File: config.mk
export PLATFORM = sky130hd
export DESIGN_NAME = sliding_latency_percentile_monitor_unit
export DESIGN_NICKNAME = d
export VERILOG_FILES = /design/src/hdl/slpm_pkg.sv /design/src/hdl/slpm_select.sv /design/src/hdl/sliding_latency_percentile_monitor_unit.sv
export SDC_FILE = /design/constraint.sdc
export NUM_CORES = 2
export LEC_CHECK = 0
export BUFFER_PORTS_ARGS = -buffer_cell sky130_fd_sc_hd__buf_2
export CAP_MARGIN = 25
export CORE_UTILIZATION = 61
export DETAILED_ROUTE_END_ITERATION = 6
export MAX_ROUTING_LAYER = met4
export PLACE_DENSITY = 0.8
export SYNTH_ARGS = -nofsm -noshare
export SYNTH_HDL_FRONTEND = slang
export SYNTH_SLANG_ARGS = --single-unit
File: constraint.sdc
create_clock -name clk -period 17.8 [get_ports clk]
set_clock_uncertainty 0.05 [all_clocks]
set_input_delay 3.56 -clock clk [delete_from_list [all_inputs] [get_ports clk]]
set_output_delay 3.56 -clock clk [all_outputs]
set_load 0.02 [all_outputs]
File: src/hdl/slpm_pkg.sv
// slpm_pkg: shared types and constants of the sliding latency percentile monitor
// used by slpm_select and sliding_latency_percentile_monitor_unit
// no dependencies
package slpm_pkg;

	// register map, byte address is 4 * index
	localparam int REG_ADDR_BITS = 5;
	localparam logic [2:0] REG_WINDOW_SIZE     = 3'd0;
	localparam logic [2:0] REG_ROUTE_FRACTION  = 3'd1;
	localparam logic [2:0] REG_SAMPLES_NEEDED  = 3'd2;
	localparam logic [2:0] REG_FAST_BELOW      = 3'd3;
	localparam logic [2:0] REG_DECLARED_BUDGET = 3'd4;
	localparam logic [2:0] REG_DECLARED_FAST   = 3'd5;
	localparam logic [2:0] REG_DEFAULT_BUDGET  = 3'd6;
	localparam logic [2:0] REG_BOOT_SLACK      = 3'd7;

	// register reset values
	localparam logic [6:0]  RST_WINDOW_SIZE     = 7'd64;
	localparam logic [16:0] RST_ROUTE_FRACTION  = 17'd58982;
	localparam logic [6:0]  RST_SAMPLES_NEEDED  = 7'd8;
	localparam logic [15:0] RST_FAST_BELOW      = 16'd1000;
	localparam logic [15:0] RST_DECLARED_BUDGET = 16'd0;
	localparam logic        RST_DECLARED_FAST   = 1'b0;
	localparam logic [15:0] RST_DEFAULT_BUDGET  = 16'd2000;
	localparam logic [15:0] RST_BOOT_SLACK      = 16'd1000;

	// control from the sequencer to the selection engine
	typedef struct packed {
		logic start;
		logic wr_en;
	} slpm_ctl_t;

	// status back from the selection engine
	typedef struct packed {
		logic busy;
		logic done;
	} slpm_sts_t;

endpackage

File: src/hdl/slpm_select.sv
// slpm_select: latency ring memory and bitwise radix rank selection engine
// finds two order statistics of the window in one pass per latency bit
// depends on slpm_pkg
module slpm_select #(
	parameter int WINDOW_DEPTH = 64,
	parameter int LATENCY_BITS = 16
) (
	input  logic                              clk,
	input  logic                              arst_n,
	input  slpm_pkg::slpm_ctl_t               ctl,
	output slpm_pkg::slpm_sts_t               sts,
	input  logic [$clog2(WINDOW_DEPTH)-1:0]   wr_addr,
	input  logic [LATENCY_BITS-1:0]           wr_data,
	input  logic [$clog2(WINDOW_DEPTH)-1:0]   start_slot,
	input  logic [$clog2(WINDOW_DEPTH+1)-1:0] count,
	input  logic [$clog2(WINDOW_DEPTH+1)-1:0] rank_a,
	input  logic [$clog2(WINDOW_DEPTH+1)-1:0] rank_b,
	output logic [LATENCY_BITS-1:0]           value_a,
	output logic [LATENCY_BITS-1:0]           value_b
);

	localparam int AW = $clog2(WINDOW_DEPTH);
	localparam int NW = $clog2(WINDOW_DEPTH + 1);

	localparam logic [1:0] EN_IDLE  = 2'd0;
	localparam logic [1:0] EN_RUN   = 2'd1;
	localparam logic [1:0] EN_DRAIN = 2'd2;
	localparam logic [1:0] EN_UPD   = 2'd3;

	logic [LATENCY_BITS-1:0] ring [WINDOW_DEPTH];

	logic [1:0]              st_q;
	logic [AW-1:0]           addr_q;
	logic [AW-1:0]           first_q;
	logic [NW-1:0]           j_q;
	logic [NW-1:0]           n_q;
	logic [NW-1:0]           ka_q, kb_q;
	logic [NW-1:0]           ca_q, cb_q;
	logic [LATENCY_BITS-1:0] pa_q, pb_q;
	logic [LATENCY_BITS-1:0] hi_q, bsel_q;
	logic [LATENCY_BITS-1:0] rdata_s1;
	logic                    vld_s1;
	logic                    issue;
	logic                    hit_a, hit_b;
	logic [AW-1:0]           addr_nx;

	assign issue   = (st_q == EN_RUN);
	assign addr_nx = (addr_q == AW'(WINDOW_DEPTH - 1)) ? '0 : addr_q + AW'(1);

	// element lies under the current prefix and has a zero at the bit under test
	assign hit_a = (((rdata_s1 ^ pa_q) & hi_q) == '0) && ((rdata_s1 & bsel_q) == '0);
	assign hit_b = (((rdata_s1 ^ pb_q) & hi_q) == '0) && ((rdata_s1 & bsel_q) == '0);

	// ring memory, one write and one registered read port
	always_ff @(posedge clk) begin
		if (ctl.wr_en) begin
			ring[wr_addr] <= wr_data;
		end
		if (issue) begin
			rdata_s1 <= ring[addr_q];
		end
	end

	always_ff @(posedge clk or negedge arst_n) begin
		if (!arst_n) begin
			st_q    <= EN_IDLE;
			vld_s1  <= 1'b0;
			addr_q  <= '0;
			first_q <= '0;
			j_q     <= '0;
			n_q     <= '0;
			ka_q    <= '0;
			kb_q    <= '0;
			ca_q    <= '0;
			cb_q    <= '0;
			pa_q    <= '0;
			pb_q    <= '0;
			hi_q    <= '0;
			bsel_q  <= '0;
		end else begin
			vld_s1 <= issue;
			if (vld_s1) begin
				ca_q <= ca_q + NW'(hit_a);
				cb_q <= cb_q + NW'(hit_b);
			end
			case (st_q)
				EN_IDLE: begin
					if (ctl.start) begin
						st_q    <= EN_RUN;
						addr_q  <= start_slot;
						first_q <= start_slot;
						j_q     <= '0;
						n_q     <= count;
						ka_q    <= rank_a;
						kb_q    <= rank_b;
						ca_q    <= '0;
						cb_q    <= '0;
						pa_q    <= '0;
						pb_q    <= '0;
						hi_q    <= '0;
						bsel_q  <= {1'b1, {(LATENCY_BITS-1){1'b0}}};
					end
				end
				EN_RUN: begin
					addr_q <= addr_nx;
					j_q    <= j_q + NW'(1);
					if (j_q == n_q - NW'(1)) begin
						st_q <= EN_DRAIN;
					end
				end
				EN_DRAIN: begin
					st_q <= EN_UPD;
				end
				EN_UPD: begin
					// pick the bit for each rank, then narrow the prefix
					if (ka_q >= ca_q) begin
						pa_q <= pa_q | bsel_q;
						ka_q <= ka_q - ca_q;
					end
					if (kb_q >= cb_q) begin
						pb_q <= pb_q | bsel_q;
						kb_q <= kb_q - cb_q;
					end
					ca_q   <= '0;
					cb_q   <= '0;
					j_q    <= '0;
					addr_q <= first_q;
					hi_q   <= hi_q | bsel_q;
					bsel_q <= bsel_q >> 1;
					st_q   <= bsel_q[0] ? EN_IDLE : EN_RUN;
				end
				default: begin
					st_q <= EN_IDLE;
				end
			endcase
		end
	end

	assign sts.busy = (st_q != EN_IDLE);
	assign sts.done = (st_q == EN_UPD) && bsel_q[0];
	assign value_a  = pa_q;
	assign value_b  = pb_q;

endmodule

File: src/hdl/sliding_latency_percentile_monitor_unit.sv
// sliding_latency_percentile_monitor_unit: top level of the latency percentile monitor
// apb register file, stream handshakes, item sequencer and result formatting
// depends on slpm_pkg and slpm_select
//
// Keeps the most recent latency samples (up to window_size, at most WINDOW_DEPTH) in a
// ring and answers each input transaction with one result transaction: the latency at
// the requested percentile, the measured speed class, the deadline and the sample
// count. A mode 0 transaction records its latency first, a mode 1 transaction only
// queries. Percentiles are found by a bitwise rank search over the ring memory: one
// pass over the n held samples per latency bit, both the query rank and the routing
// rank resolved in the same pass, so the time an item takes grows with n and is set
// by the single ring read port; an empty window answers without a rank search. The
// next transaction is taken while a finished result still waits on m_axis_tready.
// The ring needs no clearing after reset: only written entries are ever read.
module sliding_latency_percentile_monitor_unit #(
	parameter int WINDOW_DEPTH = 64,
	parameter int LATENCY_BITS = 16
) (
	input  logic                               clk,
	input  logic                               arst_n,
	// apb configuration port
	input  logic                               psel,
	input  logic                               penable,
	input  logic                               pwrite,
	input  logic [slpm_pkg::REG_ADDR_BITS-1:0] paddr,
	input  logic [31:0]                        pwdata,
	output logic [31:0]                        prdata,
	output logic                               pready,
	// input stream
	input  logic                               s_axis_tvalid,
	output logic                               s_axis_tready,
	input  logic [39:0]                        s_axis_tdata, // latency_ms[15:0], query_fraction[32:16]
	input  logic                               s_axis_tuser, // mode
	// result stream
	output logic                               m_axis_tvalid,
	input  logic                               m_axis_tready,
	output logic [47:0]                        m_axis_tdata  // query_latency_ms[15:0], measured_fast[16],
	                                                         // deadline_ms[33:17], sample_count[40:34]
);

	localparam int AW = $clog2(WINDOW_DEPTH);
	localparam int NW = $clog2(WINDOW_DEPTH + 1);
	localparam int CW = (NW > 7) ? NW : 7;
	localparam int VW = (LATENCY_BITS > 16) ? LATENCY_BITS : 16;
	localparam int PW = NW + 17;
	localparam logic [LATENCY_BITS-1:0] LAT_MAX = '1;

	// sequencer states
	localparam logic [2:0] ST_IDLE = 3'd0;
	localparam logic [2:0] ST_REC  = 3'd1;
	localparam logic [2:0] ST_IDXQ = 3'd2;
	localparam logic [2:0] ST_IDXR = 3'd3;
	localparam logic [2:0] ST_SCAN = 3'd4;
	localparam logic [2:0] ST_FIN  = 3'd5;

	// configuration registers
	logic [6:0]  win_q;
	logic [16:0] route_q;
	logic [6:0]  need_q;
	logic [15:0] fastb_q;
	logic [15:0] decl_q;
	logic        declf_q;
	logic [15:0] defb_q;
	logic [15:0] slack_q;

	// item and window state
	logic [2:0]    state_q;
	logic          mode_q;
	logic [15:0]   lat_q;
	logic [16:0]   qf_q;
	logic [AW-1:0] head_q;
	logic [NW-1:0] held_q;
	logic [NW-1:0] idxq_q;

	// result register
	logic        m_valid_q;
	logic [15:0] oq_q;
	logic        ofast_q;
	logic [16:0] odl_q;
	logic [6:0]  ocnt_q;

	logic                    cfg_wr;
	logic                    in_acc;
	logic                    out_load;
	slpm_pkg::slpm_ctl_t     eng_ctl;
	slpm_pkg::slpm_sts_t     eng_sts;
	logic [LATENCY_BITS-1:0] val_q, val_r;

	// ---------------------------------------------------------------- apb
	assign pready = 1'b1;
	assign cfg_wr = psel && penable && pwrite;

	always_ff @(posedge clk or negedge arst_n) begin
		if (!arst_n) begin
			win_q   <= slpm_pkg::RST_WINDOW_SIZE;
			route_q <= slpm_pkg::RST_ROUTE_FRACTION;
			need_q  <= slpm_pkg::RST_SAMPLES_NEEDED;
			fastb_q <= slpm_pkg::RST_FAST_BELOW;
			decl_q  <= slpm_pkg::RST_DECLARED_BUDGET;
			declf_q <= slpm_pkg::RST_DECLARED_FAST;
			defb_q  <= slpm_pkg::RST_DEFAULT_BUDGET;
			slack_q <= slpm_pkg::RST_BOOT_SLACK;
		end else if (cfg_wr) begin
			case (paddr[4:2])
				slpm_pkg::REG_WINDOW_SIZE:     win_q   <= pwdata[6:0];
				slpm_pkg::REG_ROUTE_FRACTION:  route_q <= pwdata[16:0];
				slpm_pkg::REG_SAMPLES_NEEDED:  need_q  <= pwdata[6:0];
				slpm_pkg::REG_FAST_BELOW:      fastb_q <= pwdata[15:0];
				slpm_pkg::REG_DECLARED_BUDGET: decl_q  <= pwdata[15:0];
				slpm_pkg::REG_DECLARED_FAST:   declf_q <= pwdata[0];
				slpm_pkg::REG_DEFAULT_BUDGET:  defb_q  <= pwdata[15:0];
				slpm_pkg::REG_BOOT_SLACK:      slack_q <= pwdata[15:0];
				default: begin
				end
			endcase
		end
	end

	always_comb begin
		case (paddr[4:2])
			slpm_pkg::REG_WINDOW_SIZE:     prdata = 32'(win_q);
			slpm_pkg::REG_ROUTE_FRACTION:  prdata = 32'(route_q);
			slpm_pkg::REG_SAMPLES_NEEDED:  prdata = 32'(need_q);
			slpm_pkg::REG_FAST_BELOW:      prdata = 32'(fastb_q);
			slpm_pkg::REG_DECLARED_BUDGET: prdata = 32'(decl_q);
			slpm_pkg::REG_DECLARED_FAST:   prdata = 32'(declf_q);
			slpm_pkg::REG_DEFAULT_BUDGET:  prdata = 32'(defb_q);
			slpm_pkg::REG_BOOT_SLACK:      prdata = 32'(slack_q);
			default:                       prdata = '0;
		endcase
	end

	// ---------------------------------------------------------------- record path
	logic [VW-1:0]           lat_ext;
	logic [LATENCY_BITS-1:0] lat_sat;
	logic [CW-1:0]           win_ext, keep, held_ext, held_inc, held_new;

	// latencies above the storage range saturate
	assign lat_ext = VW'(lat_q);
	assign lat_sat = (lat_ext > VW'(LAT_MAX)) ? LAT_MAX : lat_ext[LATENCY_BITS-1:0];

	// window size register values above the ring depth act as the depth
	assign win_ext  = CW'(win_q);
	assign keep     = (win_ext > CW'(WINDOW_DEPTH)) ? CW'(WINDOW_DEPTH) : win_ext;
	assign held_ext = CW'(held_q);
	assign held_inc = (held_ext == CW'(WINDOW_DEPTH)) ? held_ext : held_ext + CW'(1);
	// shrinking the window trims old samples only here, on the next record
	assign held_new = (held_inc > keep) ? keep : held_inc;

	// ---------------------------------------------------------------- rank index
	logic [16:0]   frac_sel;
	logic [PW-1:0] prod;
	logic [NW:0]   idx_raw;
	logic [NW-1:0] idx_c;

	// one multiplier shared by the query rank and the routing rank
	assign frac_sel = (state_q == ST_IDXQ) ? qf_q : route_q;
	assign prod     = PW'(held_q) * PW'(frac_sel);
	assign idx_raw  = prod[PW-1:16];
	// fractions at or above one clamp to the largest sample
	assign idx_c    = (idx_raw >= (NW+1)'(held_q)) ? held_q - NW'(1) : idx_raw[NW-1:0];

	// oldest held sample sits n slots behind the head
	logic [NW:0]   head_ext, n_ext, start_ext;
	logic [AW-1:0] start_slot;

	assign head_ext   = (NW+1)'(head_q);
	assign n_ext      = (NW+1)'(held_q);
	assign start_ext  = (head_ext >= n_ext) ? head_ext - n_ext
	                                        : head_ext + (NW+1)'(WINDOW_DEPTH) - n_ext;
	assign start_slot = start_ext[AW-1:0];

	// ---------------------------------------------------------------- selection engine
	assign eng_ctl.start = (state_q == ST_IDXR);
	assign eng_ctl.wr_en = (state_q == ST_REC);

	slpm_select #(
		.WINDOW_DEPTH (WINDOW_DEPTH),
		.LATENCY_BITS (LATENCY_BITS)
	) u_select (
		.clk        (clk),
		.arst_n     (arst_n),
		.ctl        (eng_ctl),
		.sts        (eng_sts),
		.wr_addr    (head_q),
		.wr_data    (lat_sat),
		.start_slot (start_slot),
		.count      (held_q),
		.rank_a     (idxq_q),
		.rank_b     (idx_c),
		.value_a    (val_q),
		.value_b    (val_r)
	);

	// ---------------------------------------------------------------- result formatting
	logic [VW-1:0] vq_ext, vr_ext;
	logic [15:0]   budget, query_v, route_v;
	logic [16:0]   route_dl, deadline_v;
	logic          boot, fast_v;

	assign vq_ext  = VW'(val_q);
	assign vr_ext  = VW'(val_r);
	assign budget  = (decl_q != '0) ? decl_q : defb_q;
	// empty window falls back to the declared budget, the deadline to the effective budget
	assign query_v  = (held_q == '0) ? decl_q : vq_ext[15:0];
	assign route_v  = (held_q == '0) ? decl_q : vr_ext[15:0];
	assign route_dl = (held_q == '0) ? 17'(budget) : 17'(vr_ext[15:0]);
	// bootstrapping until enough samples are held
	assign boot       = held_ext < CW'(need_q);
	assign fast_v     = boot ? declf_q : (route_v <= fastb_q);
	assign deadline_v = boot ? 17'(budget) + 17'(slack_q) : route_dl;

	// ---------------------------------------------------------------- sequencer
	assign s_axis_tready = (state_q == ST_IDLE);
	assign in_acc        = s_axis_tvalid && s_axis_tready;
	// result register takes a new result when empty or being emptied
	assign out_load      = (state_q == ST_FIN) && (!m_valid_q || m_axis_tready);

	always_ff @(posedge clk or negedge arst_n) begin
		if (!arst_n) begin
			state_q   <= ST_IDLE;
			head_q    <= '0;
			held_q    <= '0;
			m_valid_q <= 1'b0;
		end else begin
			if (out_load) begin
				m_valid_q <= 1'b1;
			end else if (m_axis_tready) begin
				m_valid_q <= 1'b0;
			end
			case (state_q)
				ST_IDLE: begin
					if (in_acc) begin
						state_q <= s_axis_tuser ? ST_IDXQ : ST_REC;
					end
				end
				ST_REC: begin
					head_q  <= (head_q == AW'(WINDOW_DEPTH - 1)) ? '0 : head_q + AW'(1);
					held_q  <= held_new[NW-1:0];
					state_q <= ST_IDXQ;
				end
				ST_IDXQ: begin
					state_q <= (held_q == '0) ? ST_FIN : ST_IDXR;
				end
				ST_IDXR: begin
					state_q <= ST_SCAN;
				end
				ST_SCAN: begin
					if (eng_sts.done) begin
						state_q <= ST_FIN;
					end
				end
				ST_FIN: begin
					if (out_load) begin
						state_q <= ST_IDLE;
					end
				end
				default: begin
					state_q <= ST_IDLE;
				end
			endcase
		end
	end

	// item payload and result payload
	always_ff @(posedge clk) begin
		if (in_acc) begin
			mode_q <= s_axis_tuser;
			lat_q  <= s_axis_tdata[15:0];
			qf_q   <= s_axis_tdata[32:16];
		end
		if (state_q == ST_IDXQ) begin
			idxq_q <= idx_c;
		end
		if (out_load) begin
			oq_q    <= query_v;
			ofast_q <= fast_v;
			odl_q   <= deadline_v;
			ocnt_q  <= 7'(held_q);
		end
	end

	assign m_axis_tvalid = m_valid_q;
	assign m_axis_tdata  = {7'd0, ocnt_q, odl_q, ofast_q, oq_q};

	// ---------------------------------------------------------------- checks
	// engine is never busy while a new transaction can be taken
	a_idle_engine: assert property (@(posedge clk) disable iff (!arst_n)
		s_axis_tready |-> !eng_sts.busy)
		else $error("selection engine busy while accepting a transaction");

	// engine finishes only while the sequencer waits for it
	a_done_in_scan: assert property (@(posedge clk) disable iff (!arst_n)
		eng_sts.done |-> state_q == ST_SCAN)
		else $error("selection engine done outside of scan");

	// the ring head moves only on a recorded sample
	a_head_on_record: assert property (@(posedge clk) disable iff (!arst_n)
		!$stable(head_q) |-> $past(state_q) == ST_REC && !$past(mode_q))
		else $error("ring head moved without a record");

	// held count never exceeds the ring depth
	a_held_bound: assert property (@(posedge clk) disable iff (!arst_n)
		held_ext <= CW'(WINDOW_DEPTH))
		else $error("held count above ring depth");

	// a finished result is never lost: the sequencer waits while the output is full
	a_no_overwrite: assert property (@(posedge clk) disable iff (!arst_n)
		state_q == ST_FIN && m_valid_q && !m_axis_tready |=> state_q == ST_FIN)
		else $error("result left the sequencer while output register was full");

endmodule

==> results.yml <==
status:
  status: "finished, violations left"
  violations: "DRC"
global_route:
  grt_pass1_vias: 34800
  grt_pass1_wl_um: 225000
  grt_overflow: 0
  grt_max_degree: 147
  track_usage_pct: 32.4
  grt_antenna_before_repair: 6
synthesis:
  synth_xor_area_share_pct: 1.42
  ys_top_cells_by_area: "edfxtp_1 (56%), mux4_2 (13%), dfrtp_1 (8.6%)"
  synth_cells: 3629
  synthSimpleGateAreaFrac_pct: 5.37
  synth_top_cell_area_share_pct: 56.2
  ys_async_sr_fraction_pct: 17.3
  synthMuxAreaShare_pct: 15.3
  syn_area_um2: 59900
  synth_top_family_by_area: "multiplexers"
  ys_ff_latch: 1355
  yosys_warnings: 0
  synth_compound_area_share_pct: 4.34
  yosys.area.top_type: "edfxtp_1"
  ys_seq_area_share_pct: 66.0
  syn_avg_cell_area_um2: 16.5
  synthDistinctLibCells: 66
  synth_fa_ha_area_share_pct: 5.20
  synth_edf_count: 1121
  ys.flop_type: "edfxtp_1"
setup_path:
  path_max_fanout: 36
  required_ns: 14.19
  r2r-start: "state_q[1]"
  cp-end-kind: "primary output"
  crit_path_cell_trace: "buf_2, clkinv_1, nor2_1, a21oi_1, o22ai_1, buf_2"
  cpMostUsedCell: "buf_2"
  rr_worst_depth: 29
  cp_top_family: "buffers and inverters"
  slowest_delay_ns: 0.80
  cp.arrival_ns: 6.25
  setup.worst_path.start_class: "primary input"
  r2r-end: "u_select.kb_q[5]"
  cp.buffers_inverters: 3
  rrSetupSlack_ns: 9.31
  cpMaxStageDelayCell: "nor2_1"
  worstSetupPathType: "in -> out"
layout:
  layout.nets: 4115
  drive_above_1_share_pct: 24.0
  area_growth_syn_to_layout_pct: 12.0
  stdcell_area_um2: 67100
timing:
  finalHoldViolations: 0
  setup_viol: 0
  worst_slack_ns: 7.94
  fmax_mhz: 101
  drv_slew: 0
  fin_crit_ns: 9.86
  fin_crit_sh_pct: 55.4
  worst-slew-pin-transition_ns: 1.02
  rsz0062_at_grt: "false"
  fin_setup_tns_ns: 0
  relSlewSlack_pct: 32.0
floorplanning:
  ios: 168
  start_util_pct: 61.8
  die_area_um2: 99500
  fp.dieW_um: 315
  die_h_um: 315
  rows: 114
  core_area_um2: 97000
place:
  dpl.hpwl_um: 89700
  gp_congestion: 0.960
  portBuffers: 120
  placed_cell_area_um2: 62400
  place_ws_ns: 7.89
routing:
  drtIter0Drc: 4059
  wire_per_inst_um: 29.1
  drc: 21
  firstDrtPassIters: 7
  ant_nets: 0
  vias: 34300
  wl_um: 152000
  via_per_inst: 6.56
cts:
  cts_setup_buffers: 0
  holdBufCountCts: 0
  clock_latency_ns: 0.74
  clock-root-buffer: "clkbuf_16"
  clk_pin_slew_ns: 0.06
  clockBufferDepth: 3
  cts_resized: 0
  htreeDepth: 4
  cts_tree: "yes"
  cts_made_buffers: 136
  cts_sinks: 1355
power_and_ir_drop:
  p_leak_nw: 24.4
  irDropWorstVdd_v: 0.000113
  total_power_w: 0.0112
  pwr_density_cell_nw_per_um2: 166
worst_hold_path:
  worstHoldPathType: "reg -> reg"
  hold_start: "u_select.first_q[0]"
  worstHoldPathCells: 2
  hold_path_end: "u_select.first_q[0]"
run:
  drv_cap: 0
[worst min-delay path: cells and delay by family, from the launching register on]
family | cells | cell delay [ns]
AND/OR/NAND/NOR | 1 | 0.05
AO/OA/AOI/OAI | 1 | 0.06
flip-flops | 1 | 0.35
[metrics by stage]
step	hold WS [ns]	util, %	cells
floorplan	0.399	-	3650
global placement	0.416	64.3	4964
detailed placement	0.428	64.3	4964
CTS	0.444	69.1	5217
global route	0.485	69.2	5223
finish	0.442	69.2	5223
[worst max path at each step]
stage	from	end	slack, ns	cells past startpoint
floorplan	paddr[3]	prdata[10]	9.05	5
global placement	paddr[3]	prdata[7]	8.00	6
detailed placement	paddr[3]	prdata[7]	7.89	6
CTS	paddr[3]	prdata[7]	7.89	6
global route	paddr[3]	prdata[7]	7.78	6
finish	paddr[3]	prdata[7]	7.94	6
[sequential cells by signal, summed over array words and instances, names as in the netlist, 17 cells and up]
signal,flops
u_select.ring,1024
odl_q,17
qf_q,17
route_q,17
[layer usage]
metal  track usage [%]  wire length (um)  vias up
li1                  -                 -    14300
met1              40.1             54500    17500
met2              52.8             76900     2053
met3              5.19             13200      419
met4              15.1              7450        0
met5                 -                 0        -
[cell families after synthesis]
family | after synthesis
buf+inv | 348
xor+xnor | 97
flops | 1355
simple gates | 744
mux | 485
compound gates | 395
fa+ha+maj | 203
other cells | 2
[synthesized netlist by cell type, drive strengths merged (4+ instances only)]
master	instances
nand3b	6
nor3	40
a21oi	71
a31oi	9
nand2b	32
mux2i	54
o2111ai	5
o22ai	12
xor2	54
nor2b	18
o21ai	116
or2	10
a221oi	10
o31ai	12
nand3	44
buf	63
edfxtp	1121
a21o	37
nor2	262
fa	77
or3	5
dfstp	29
a211oi	9
nor4	4
nand2	282
clkinv	6
o21a	16
clkbuf	134
and2	10
o41ai	4
a22o	39
o211ai	6
a21boi	5
xnor2	43
dfrtp	205
and3	5
nand4	20
mux4	337
a22oi	19
mux2	94
ha	126
inv	145
[layout make-up]
class / count / area [um2]
well taps: 1276 / 1600
clock buffers: 178 / 3750
clock inverters: 75 / 937
multi-input cells: 1947 / 19200
diodes: 5 / 12.5
inverters: 151 / 567
fillers: 5963 / 29900
flip-flops and latches: 1355 / 39600
repair buffers: 236 / 1530
[report_power, final]
part           internal [W]  leakage (nW)  switching [W]  total (W)
Combinational       0.00170          9.09        0.00231    0.00401
Clock               0.00175          2.27        0.00124    0.00299
Sequential          0.00382          13.1       0.000341    0.00416
Total               0.00727          24.4        0.00389     0.0112
[placed cells by master (no fill, tap or decap), types with 16 or more instances in the layout]
cell type,netlist,layout
nand4_1,20,20
nand3_1,44,44
clkinv_1,6,21
clkinv_2,0,23
clkbuf_1,134,30
fa_1,77,77
dfstp_2,29,29
mux4_2,337,337
mux2i_1,53,53
a21o_1,37,37
nor2_1,262,252
edfxtp_1,1121,1121
mux2_2,94,94
nor2b_1,18,18
ha_1,126,126
xnor2_1,43,43
a22o_1,39,39
a21oi_1,71,71
nand2_1,282,282
nand2b_1,32,32
o21ai_0,115,115
conb_1,2,23
xor2_1,54,54
buf_2,3,119
o21a_1,16,16
a22oi_1,19,19
inv_1,145,145
bufinv_16,0,17
buf_4,24,113
dfrtp_1,205,201
nor3_1,40,36
clkbuf_16,0,142
Note: power is estimated with default switching activity, not from simulation.
